File: src/sv/abl_pkg.sv
// abl_pkg: shared types, delimiter constants and helpers for the armor block locator
// no dependencies; used by every other file of the block but abl_chan_if

package abl_pkg;

	localparam int ABL_WINDOW_BYTES = 37;
	localparam int ABL_OFFSET_BITS  = 32;
	localparam int LEN_BITS         = 6;

	localparam logic [7:0] CHAR_CR = 8'd13;
	localparam logic [7:0] CHAR_LF = 8'd10;

	// delimiter_mode codes
	localparam logic [1:0] MODE_SIGNED    = 2'd0;
	localparam logic [1:0] MODE_ENCRYPTED = 2'd1;
	localparam logic [1:0] MODE_PUBKEY    = 2'd2;

	// three-letter product tag that sits inside every delimiter
	localparam logic [23:0] TAG = 24'h504750;

	localparam int BEG_SIGNED_LEN    = 34;
	localparam int END_SIGNED_LEN    = 27;
	localparam int BEG_ENCRYPTED_LEN = 27;
	localparam int END_ENCRYPTED_LEN = 25;
	localparam int BEG_PUBKEY_LEN    = 36;
	localparam int END_PUBKEY_LEN    = 34;

	// first character in the top byte, so the newest window byte lines up with bits [7:0]
	localparam logic [8*BEG_SIGNED_LEN-1:0] BEG_SIGNED =
		{"-----BEGIN ", TAG, " SIGNED MESSAGE-----"};
	localparam logic [8*END_SIGNED_LEN-1:0] END_SIGNED =
		{"-----END ", TAG, " SIGNATURE-----"};
	localparam logic [8*BEG_ENCRYPTED_LEN-1:0] BEG_ENCRYPTED =
		{"-----BEGIN ", TAG, " MESSAGE-----"};
	localparam logic [8*END_ENCRYPTED_LEN-1:0] END_ENCRYPTED =
		{"-----END ", TAG, " MESSAGE-----"};
	localparam logic [8*BEG_PUBKEY_LEN-1:0] BEG_PUBKEY =
		{"-----BEGIN ", TAG, " PUBLIC KEY BLOCK-----"};
	localparam logic [8*END_PUBKEY_LEN-1:0] END_PUBKEY =
		{"-----END ", TAG, " PUBLIC KEY BLOCK-----"};

	typedef struct packed {
		logic [7:0] data_byte;
		logic       last_byte;
	} in_item_t;

	typedef struct packed {
		logic        found;
		logic [31:0] block_start;
		logic [31:0] block_size;
	} result_t;

	typedef logic [1:0] mode_t;

	// window compare flags for the byte in the input register
	typedef struct packed {
		logic                begin_hit;
		logic                begin_eol;
		logic [LEN_BITS-1:0] begin_len;
		logic                end_hit;
		logic                end_eol;
		logic [LEN_BITS-1:0] end_len;
	} match_t;

	typedef enum logic [2:0] {
		PH_BEGIN     = 3'd0,
		PH_END       = 3'd1,
		PH_AFTER_END = 3'd2,
		PH_AFTER_CR  = 3'd3,
		PH_DONE      = 3'd4
	} phase_t;

	function automatic logic is_eol(input logic [7:0] c);
		return (c == CHAR_CR) || (c == CHAR_LF);
	endfunction

endpackage

File: src/sv/abl_chan_if.sv
// abl_chan_if: valid/ready channel with a typed payload
// no dependencies; the payload type is set per instance

interface abl_chan_if #(parameter type payload_t = logic) ();
	logic     valid;
	logic     ready;
	payload_t payload;

	modport source (output valid, output payload, input ready);
	modport sink (input valid, input payload, output ready);
endinterface

File: src/sv/armor_block_locator_top.sv
// armor_block_locator_top: locates one ascii-armored block per byte buffer
// depends on abl_pkg, abl_chan_if, abl_window and abl_tracker
//
// usage: bytes arrive on stream, one per transaction, last_byte set on the final
// byte of a buffer. for each buffer one transaction leaves on result: found, the
// offset of the begin delimiter and the block size including one trailing line
// end. cfg carries delimiter_mode (0 signed, 1 encrypted, 2 public key) and is
// always ready; write it only while no buffer is in flight.
// throughput is one byte per cycle while no last byte waits on a stalled result; a
// byte enters an input register, and the window compare plus the phase update run
// in the following cycle unless it is such a waiting last byte. a last byte then
// loads the result register, from which result.valid rises.
// if result is stalled, ordinary bytes keep flowing; only the next buffer's last
// byte waits in the input register until the pending result is taken, and
// stream.ready drops while it waits.
// reset sets delimiter_mode to 1, empties the byte history and starts a new
// buffer at offset 0. offsets saturate at 2^OFFSET_BITS - 1.

module armor_block_locator_top #(
	parameter int WINDOW_BYTES = abl_pkg::ABL_WINDOW_BYTES,
	parameter int OFFSET_BITS  = abl_pkg::ABL_OFFSET_BITS
) (
	input  logic       clk,
	input  logic       arst_n,
	abl_chan_if.sink   stream,
	abl_chan_if.sink   cfg,
	abl_chan_if.source result
);
	import abl_pkg::*;

	mode_t    mode_q;
	logic     valid_s1;
	in_item_t item_s1;
	logic     advance;
	logic     out_free;
	match_t   match;

	assign cfg.ready = 1'b1;

	always_ff @(posedge clk or negedge arst_n) begin
		if (!arst_n) begin
			mode_q <= MODE_ENCRYPTED;
		end else if (cfg.valid) begin
			mode_q <= mode_t'(cfg.payload);
		end
	end

	// a last byte only moves on once the result register is free
	assign advance      = valid_s1 && (!item_s1.last_byte || out_free);
	assign stream.ready = !valid_s1 || advance;

	always_ff @(posedge clk or negedge arst_n) begin
		if (!arst_n) begin
			valid_s1 <= 1'b0;
		end else if (stream.valid && stream.ready) begin
			valid_s1 <= 1'b1;
		end else if (advance) begin
			valid_s1 <= 1'b0;
		end
	end

	always_ff @(posedge clk) begin
		if (stream.valid && stream.ready) begin
			item_s1 <= stream.payload;
		end
	end

	abl_window #(
		.WINDOW_BYTES(WINDOW_BYTES)
	) u_window (
		.clk       (clk),
		.arst_n    (arst_n),
		.advance   (advance),
		.data_byte (item_s1.data_byte),
		.last_byte (item_s1.last_byte),
		.mode      (mode_q),
		.match     (match)
	);

	abl_tracker #(
		.OFFSET_BITS(OFFSET_BITS)
	) u_tracker (
		.clk       (clk),
		.arst_n    (arst_n),
		.advance   (advance),
		.data_byte (item_s1.data_byte),
		.last_byte (item_s1.last_byte),
		.match     (match),
		.out_free  (out_free),
		.result    (result)
	);

endmodule

File: src/sv/abl_window.sv
// abl_window: byte history shift line and parallel delimiter compare
// depends on abl_pkg

module abl_window #(
	parameter int WINDOW_BYTES = abl_pkg::ABL_WINDOW_BYTES
) (
	input  logic            clk,
	input  logic            arst_n,
	input  logic            advance,
	input  logic [7:0]      data_byte,
	input  logic            last_byte,
	input  abl_pkg::mode_t  mode,
	output abl_pkg::match_t match
);
	import abl_pkg::*;

	logic [7:0]              win_q [WINDOW_BYTES-1];
	logic [8*WINDOW_BYTES-1:0] cur_vec;

	// window as it stands once the current byte is shifted in, newest in [7:0]
	always_comb begin
		cur_vec[7:0] = data_byte;
		for (int i = 1; i < WINDOW_BYTES; i++) begin
			cur_vec[8*i +: 8] = win_q[i-1];
		end
	end

	always_comb begin
		match = '0;
		case (mode)
			MODE_SIGNED: begin
				match.begin_hit = cur_vec[8*BEG_SIGNED_LEN-1:0] == BEG_SIGNED;
				match.begin_eol = is_eol(cur_vec[8*BEG_SIGNED_LEN +: 8]);
				match.begin_len = LEN_BITS'(BEG_SIGNED_LEN);
				match.end_hit   = cur_vec[8*END_SIGNED_LEN-1:0] == END_SIGNED;
				match.end_eol   = is_eol(cur_vec[8*END_SIGNED_LEN +: 8]);
				match.end_len   = LEN_BITS'(END_SIGNED_LEN);
			end
			MODE_ENCRYPTED: begin
				match.begin_hit = cur_vec[8*BEG_ENCRYPTED_LEN-1:0] == BEG_ENCRYPTED;
				match.begin_eol = is_eol(cur_vec[8*BEG_ENCRYPTED_LEN +: 8]);
				match.begin_len = LEN_BITS'(BEG_ENCRYPTED_LEN);
				match.end_hit   = cur_vec[8*END_ENCRYPTED_LEN-1:0] == END_ENCRYPTED;
				match.end_eol   = is_eol(cur_vec[8*END_ENCRYPTED_LEN +: 8]);
				match.end_len   = LEN_BITS'(END_ENCRYPTED_LEN);
			end
			MODE_PUBKEY: begin
				match.begin_hit = cur_vec[8*BEG_PUBKEY_LEN-1:0] == BEG_PUBKEY;
				match.begin_eol = is_eol(cur_vec[8*BEG_PUBKEY_LEN +: 8]);
				match.begin_len = LEN_BITS'(BEG_PUBKEY_LEN);
				match.end_hit   = cur_vec[8*END_PUBKEY_LEN-1:0] == END_PUBKEY;
				match.end_eol   = is_eol(cur_vec[8*END_PUBKEY_LEN +: 8]);
				match.end_len   = LEN_BITS'(END_PUBKEY_LEN);
			end
			default: begin
				match = '0;
			end
		endcase
	end

	// history restarts empty after the last byte of a buffer
	always_ff @(posedge clk or negedge arst_n) begin
		if (!arst_n) begin
			for (int i = 0; i < WINDOW_BYTES-1; i++) begin
				win_q[i] <= '0;
			end
		end else if (advance) begin
			if (last_byte) begin
				for (int i = 0; i < WINDOW_BYTES-1; i++) begin
					win_q[i] <= '0;
				end
			end else begin
				win_q[0] <= data_byte;
				for (int i = 1; i < WINDOW_BYTES-1; i++) begin
					win_q[i] <= win_q[i-1];
				end
			end
		end
	end

endmodule

File: src/sv/abl_tracker.sv
// abl_tracker: search phase, offset bookkeeping and the result register
// depends on abl_pkg, abl_chan_if and the match flags from abl_window

module abl_tracker #(
	parameter int OFFSET_BITS = abl_pkg::ABL_OFFSET_BITS
) (
	input  logic            clk,
	input  logic            arst_n,
	input  logic            advance,
	input  logic [7:0]      data_byte,
	input  logic            last_byte,
	input  abl_pkg::match_t match,
	output logic            out_free,
	abl_chan_if.source      result
);
	import abl_pkg::*;

	localparam logic [OFFSET_BITS-1:0] OFS_MAX = '1;

	phase_t                 phase_q, phase_d;
	logic [OFFSET_BITS-1:0] offset_q, start_q, floor_q, end_q;
	logic [OFFSET_BITS-1:0] start_d, floor_d, end_d;
	logic [OFFSET_BITS-1:0] next_ofs, end_inc, len_m1, st, size_ofs;
	logic                   sel_hit, sel_eol, cand, begin_take, end_take, found_d;
	logic [LEN_BITS-1:0]    sel_len;
	result_t                result_q;
	logic                   out_valid_q;

	assign next_ofs = (offset_q == OFS_MAX) ? offset_q : offset_q + OFFSET_BITS'(1);
	assign end_inc  = (end_q == OFS_MAX) ? end_q : end_q + OFFSET_BITS'(1);

	assign sel_hit = (phase_q == PH_END) ? match.end_hit : match.begin_hit;
	assign sel_eol = (phase_q == PH_END) ? match.end_eol : match.begin_eol;
	assign sel_len = (phase_q == PH_END) ? match.end_len : match.begin_len;

	// match start offset; a match must fit in the buffer and lie past the last one
	assign len_m1     = OFFSET_BITS'(sel_len) - OFFSET_BITS'(1);
	assign st         = offset_q - len_m1;
	assign cand       = sel_hit && (offset_q >= len_m1) && (st >= floor_q);
	assign begin_take = cand && ((st == '0) || sel_eol);
	assign end_take   = cand && (st != '0) && sel_eol;

	always_comb begin
		phase_d = phase_q;
		case (phase_q)
			PH_BEGIN: begin
				if (begin_take) begin
					phase_d = PH_END;
				end
			end
			PH_END: begin
				if (end_take) begin
					phase_d = PH_AFTER_END;
				end
			end
			PH_AFTER_END: begin
				phase_d = (data_byte == CHAR_CR) ? PH_AFTER_CR : PH_DONE;
			end
			PH_AFTER_CR: begin
				phase_d = PH_DONE;
			end
			PH_DONE: begin
				phase_d = PH_DONE;
			end
			default: begin
				phase_d = PH_BEGIN;
			end
		endcase
	end

	always_comb begin
		start_d = start_q;
		floor_d = floor_q;
		end_d   = end_q;
		case (phase_q)
			PH_BEGIN: begin
				if (cand) begin
					floor_d = next_ofs;
				end
				if (begin_take) begin
					start_d = st;
				end
			end
			PH_END: begin
				if (cand) begin
					floor_d = next_ofs;
				end
				if (end_take) begin
					end_d = next_ofs;
				end
			end
			PH_AFTER_END: begin
				if (data_byte == CHAR_CR || data_byte == CHAR_LF) begin
					end_d = end_inc;
				end
			end
			PH_AFTER_CR: begin
				if (data_byte == CHAR_LF) begin
					end_d = end_inc;
				end
			end
			default: begin
				end_d = end_q;
			end
		endcase
	end

	assign found_d  = (phase_d == PH_AFTER_END) || (phase_d == PH_AFTER_CR) ||
		(phase_d == PH_DONE);
	assign size_ofs = end_d - start_d;

	always_ff @(posedge clk or negedge arst_n) begin
		if (!arst_n) begin
			phase_q  <= PH_BEGIN;
			offset_q <= '0;
			start_q  <= '0;
			floor_q  <= '0;
			end_q    <= '0;
		end else if (advance) begin
			if (last_byte) begin
				phase_q  <= PH_BEGIN;
				offset_q <= '0;
				start_q  <= '0;
				floor_q  <= '0;
				end_q    <= '0;
			end else begin
				phase_q  <= phase_d;
				offset_q <= next_ofs;
				start_q  <= start_d;
				floor_q  <= floor_d;
				end_q    <= end_d;
			end
		end
	end

	always_ff @(posedge clk or negedge arst_n) begin
		if (!arst_n) begin
			out_valid_q <= 1'b0;
		end else if (advance && last_byte) begin
			out_valid_q <= 1'b1;
		end else if (result.ready) begin
			out_valid_q <= 1'b0;
		end
	end

	always_ff @(posedge clk) begin
		if (advance && last_byte) begin
			result_q.found       <= found_d;
			result_q.block_start <= found_d ? 32'(start_d) : 32'd0;
			result_q.block_size  <= found_d ? 32'(size_ofs) : 32'd0;
		end
	end

	assign out_free       = !out_valid_q || result.ready;
	assign result.valid   = out_valid_q;
	assign result.payload = result_q;

	a_last_restarts: assert property (@(posedge clk) disable iff (!arst_n)
		advance && last_byte |=> offset_q == '0 && phase_q == PH_BEGIN)
		else $error("buffer state not cleared after last byte");

	a_last_gives_result: assert property (@(posedge clk) disable iff (!arst_n)
		advance && last_byte |=> out_valid_q)
		else $error("last byte did not load the result register");

	a_floor_bound: assert property (@(posedge clk) disable iff (!arst_n)
		floor_q <= offset_q && start_q <= offset_q)
		else $error("match floor or start beyond byte offset");

	a_not_found_zero: assert property (@(posedge clk) disable iff (!arst_n)
		out_valid_q && !result_q.found |-> result_q.block_start == 32'd0 &&
			result_q.block_size == 32'd0)
		else $error("not-found result carries nonzero fields");

endmodule

File: src/flat_wrapper.sv
// flat-port wrapper written by rule: the top's interface ports become plain ports
module armor_block_locator_top_flat import abl_pkg::*;
#(
	parameter int WINDOW_BYTES = abl_pkg::ABL_WINDOW_BYTES,
	parameter int OFFSET_BITS  = abl_pkg::ABL_OFFSET_BITS
)
  (clk, arst_n, stream_valid, stream_payload, stream_ready, cfg_valid, cfg_payload, cfg_ready, result_valid, result_payload, result_ready);
  abl_chan_if #(.payload_t(in_item_t)) stream_i ();
  abl_chan_if #(.payload_t(mode_t)) cfg_i ();
  abl_chan_if #(.payload_t(result_t)) result_i ();
  input  logic clk;
  input  logic arst_n;
  input wire logic [$bits(stream_i.valid)-1:0] stream_valid;
  input wire logic [$bits(stream_i.payload)-1:0] stream_payload;
  output wire logic [$bits(stream_i.ready)-1:0] stream_ready;
  input wire logic [$bits(cfg_i.valid)-1:0] cfg_valid;
  input wire logic [$bits(cfg_i.payload)-1:0] cfg_payload;
  output wire logic [$bits(cfg_i.ready)-1:0] cfg_ready;
  output wire logic [$bits(result_i.valid)-1:0] result_valid;
  output wire logic [$bits(result_i.payload)-1:0] result_payload;
  input wire logic [$bits(result_i.ready)-1:0] result_ready;
  assign stream_i.valid = stream_valid;
  assign stream_i.payload = stream_payload;
  assign stream_ready = stream_i.ready;
  assign cfg_i.valid = cfg_valid;
  assign cfg_i.payload = cfg_payload;
  assign cfg_ready = cfg_i.ready;
  assign result_valid = result_i.valid;
  assign result_payload = result_i.payload;
  assign result_i.ready = result_ready;
  armor_block_locator_top #(.WINDOW_BYTES(WINDOW_BYTES), .OFFSET_BITS(OFFSET_BITS)) u_core (.clk(clk), .arst_n(arst_n), .stream(stream_i), .cfg(cfg_i), .result(result_i));
endmodule
File: config.mk
export PLATFORM = sky130hd
export DESIGN_NAME = armor_block_locator_top_flat
export DESIGN_NICKNAME = d
export VERILOG_FILES = /design/src/sv/abl_pkg.sv /design/src/sv/abl_chan_if.sv /design/src/sv/armor_block_locator_top.sv /design/src/sv/abl_window.sv /design/src/sv/abl_tracker.sv /design/src/flat_wrapper.sv
export SDC_FILE = /design/constraint.sdc
export NUM_CORES = 1
export LEC_CHECK = 0
export ABC_AREA = 1
export BUFFER_PORTS_ARGS = -buffer_cell sky130_fd_sc_hd__buf_2
export CAP_MARGIN = 20
export CORE_MARGIN = 10
export CORE_UTILIZATION = 40
export DETAILED_ROUTE_END_ITERATION = 7
export GPL_ROUTABILITY_DRIVEN = 0
export PLACE_DENSITY_LB_ADDON = 0.3
export SLEW_MARGIN = 20
export SYNTH_ARGS = -nofsm -noshare
export SYNTH_HDL_FRONTEND = slang
export SYNTH_SLANG_ARGS = --single-unit
export TNS_END_PERCENT = 10
File: constraint.sdc
create_clock -name clk -period 11.1 [get_ports clk]
set_input_delay 1.11 -clock clk [delete_from_list [all_inputs] [get_ports clk]]
set_output_delay 1.11 -clock clk [all_outputs]
set_load 0.005 [all_outputs]
==> flow_summary_export.csv <==
group,metric,value,unit
clocking,cts_hold_buf,0,
sta,fin_crit,9.36,ns
yosys,yosysWarnings,0,
yosys,synth_top_cell_area_share,0.364,
yosys,synth_area_leaders,"dfrtp_1 36%, nand2_1 10%, inv_1 8.7%",
worst_setup_path,max_stage_delay,0.70,ns
power,comb_power_share,0.102,
worst_setup_path,r2r-start,"u_core.u_tracker.phase_q[2]",
power,p_int,3.04,mW
sta,slew_viol_final,0,
clocking,cts_tree,"done",
floorplan,die_y,289,um
route,avgRoutedWirePerCell,18.2,um
sta,setup_ws,1.74,ns
place,dp_cells,4707,
power,powerDensity,129,mW/mm^2
sta,period_share,0.844,
worst_setup_path,arrival,9.73,ns
worst_setup_path,required,11.47,ns
worst_setup_path,reg2reg_to,"u_core.u_tracker.result.payload[30]",
yosys,synth-edff-count,74,
grt,antenna_found_initial,0,
sta,rsz0062_at_grt,"false",
clocking,cts.htree.levels,2,
grt,grt_pass1_vias,24800,
worst_setup_path,startpoint_type,"flip-flop",
final_layout,final_cell_mix,"794 x nand2_1, 670 x inv_1, 422 x dfrtp_1",
yosys,syn_avg_cell_area,7.67,um^2
yosys,netlist_area,0.0290,mm^2
power,seq_power_share,0.459,
power,clkPwrFrac,0.439,
yosys,syn_inst,3784,
sta,hold_violations,0,
floorplan,initial_core_util,0.404,
clocking,cts_root_buf,"clkbuf_16",
yosys,synthArstFlopShare,0.851,
final_layout,syn_to_final_growth,10.5,%
final_layout,postLayoutCellArea,0.0321,mm^2
clocking,cts_resized,0,
sta,setup_tns,0,ns
floorplan,dieWidth,289,um
floorplan,rows,98,
worst_setup_path,endpoint_kind,"flip-flop",
status,status,"finished, final reports clean",
sta,worst_pin_slew,1.03,ns
worst_setup_path,cp-endpoint,"u_core.u_tracker.result.payload[30]",
power,total_power,4.15,mW
yosys,yosysUniqueCellTypes,62,
worst_setup_path,crit_slowest_cell,"nor4_1",
power,p_leak,14.5,nW
route,initialDrtViolationCount,2710,
power,vdd_drop_max,121,uV
power,power.switching,1.11,mW
floorplan,ioPinCount,84,
grt,grt_overflow_total,0,
route,routed_wl,87400,um
grt,grt_pass1_wl,139000,um
sta,maxSlewHeadroom,0.312,
route,drt.antenna.violating_nets,0,
worst_setup_path,reg2regPathDepth,46,
grt,grtUsageTotal,0.205,
place,io_buffer_count,82,
clocking,cts_setup_buffers,0,
yosys,syn-num-nets,3899,
worst_setup_path,rrSetupSlack,1.74,ns
place,preCtsSetupSlack,1.89,ns
worst_setup_path,cp-startpoint,"u_core.u_tracker.phase_q[2]",
clocking,cts_buffers,54,
floorplan,core-area,0.0717,mm^2
clocking,path_clk_slew,0.06,ns
hold_path,hold_class,"reg2reg",
place,hpwl,64000,um
final_layout,final_common_cell,"nand2_1",
yosys,ys_seq_elements,497,
final_layout,final_layout_size_suffix_gt1_frac,0.0720,
yosys,ys.flop_type,"dfrtp_1",
worst_setup_path,cp_common_cell,"nand2_1",
clocking,clock_path_buffers,3,
final_layout,instances_no_fill,4809,
worst_setup_path,critPathKind,"reg2reg",
clocking,cts_sinks,497,
route,firstDrtPassIters,6,
final_layout,fillerInstances,7201,
route,route.detailed.drc,0,
yosys,ys_seq_area_frac,0.441,
flow_run,maxCapViolCount,0,
place,placed_cell_area,0.0303,mm^2
floorplan,die-area,0.0837,mm^2
grt,grt_max_degree,147,
worst_setup_path,cp_max_fo,30,
route,vias,26100,
sta,timing.fmax,107,MHz
final_layout,antenna_cells,0,
sta,clock_skew,0.0193,ns
sta,hold_ws,0.486,ns
route,vias_per_cell,5.42,
yosys,synth_largest_area_cell,"dfrtp_1",
power,switching_share,0.267,
final_layout,utilization,0.447,
sta,setup_viol,0,
final_layout,nets,3929,
clocking,insertion_delay,0.62,ns
-- layout make-up --
cell class	instances	area, um^2	share of cell area
multi-input combinational	2467	13100	0.408
sequential	497	12800	0.399
inverter	688	2600	0.0811
timing repair buffer	106	617	0.0192
clock inverter	20	205	0.00640
tap	950	1190	0.0371
clock buffer	81	1580	0.0491
-- critical path: cells and delay by family, from the launching register on --
kind,cells,cell delay (ns)
compound gates,8,1.90
fa+ha+maj,5,1.30
flops,1,0.41
xor+xnor,1,0.16
buf+inv,6,0.79
simple gates,26,4.56
-- power groups by stage --
| stage | Clock (mW) | Sequential (mW) | Combinational [mW] |
|---|---|---|---|
| floorplan | 0 | 1.93 | 0.260 |
| global placement | 0 | 1.93 | 0.420 |
| detailed placement | 0 | 1.94 | 0.422 |
| CTS | 1.85 | 1.90 | 0.424 |
| global route | 1.92 | 1.90 | 0.471 |
| finish | 1.82 | 1.90 | 0.425 |
-- worst min-delay path by stage --
stage / start / end / cells past startpoint
finish: u_core.u_window.cur_vec[292] / u_core.u_window.cur_vec[292] / 2
global placement: u_core.u_window.cur_vec[292] / u_core.u_window.cur_vec[292] / 2
floorplan: u_core.u_tracker.floor_q[24] / u_core.u_tracker.floor_q[24] / 2
CTS: u_core.u_window.cur_vec[292] / u_core.u_window.cur_vec[292] / 2
global route: u_core.u_window.cur_vec[294] / u_core.u_window.cur_vec[294] / 2
detailed placement: u_core.u_window.cur_vec[292] / u_core.u_window.cur_vec[292] / 2
-- state kept, by name (all words and copies together) (netlist names) --
signal                           count
u_core.u_tracker.result.payload     65
u_core.mode_q                        2
u_core.valid_s1                      1
u_core.u_tracker.floor_q            32
u_core.u_window.cur_vec            288
u_core.item_s1                       9
u_core.u_tracker.result.valid        1
u_core.u_tracker.start_q            32
u_core.u_tracker.phase_q             3
u_core.u_tracker.end_q              32
u_core.u_tracker.offset_q           32
-- cell usage after synthesis (all sizes together) (4+ instances only) --
master / count
nand2: 806
inv: 683
dfrtp: 422
nor2: 343
o22ai: 325
o21ai: 196
nand3: 189
a21oi: 111
clkbuf: 106
nand4: 106
ha: 97
nor3: 93
edfxtp: 74
xor2: 63
buf: 26
o211ai: 22
nor4: 20
xnor2: 16
nand3b: 13
o32ai: 9
and2: 7
a31oi: 6
clkinv: 5
o21a: 5
o21bai: 5
a21o: 4
a221oi: 4
-- routing by layer --
metal,wire length (um),track usage
met1,39300,0.285
met4,3140,0.0702
met2,39300,0.325
met5,0,0
met3,5750,0.0283
-- cell families after synthesis --
logic type,after synthesis,synth area share
simple gates,1582,0.235
buf+inv,820,0.108
compound gates,706,0.148
flops,497,0.441
fa+ha+maj,99,0.0432
xor+xnor,79,0.0238
other cells,1,0.000129
(Power assumes the default switching activity.)
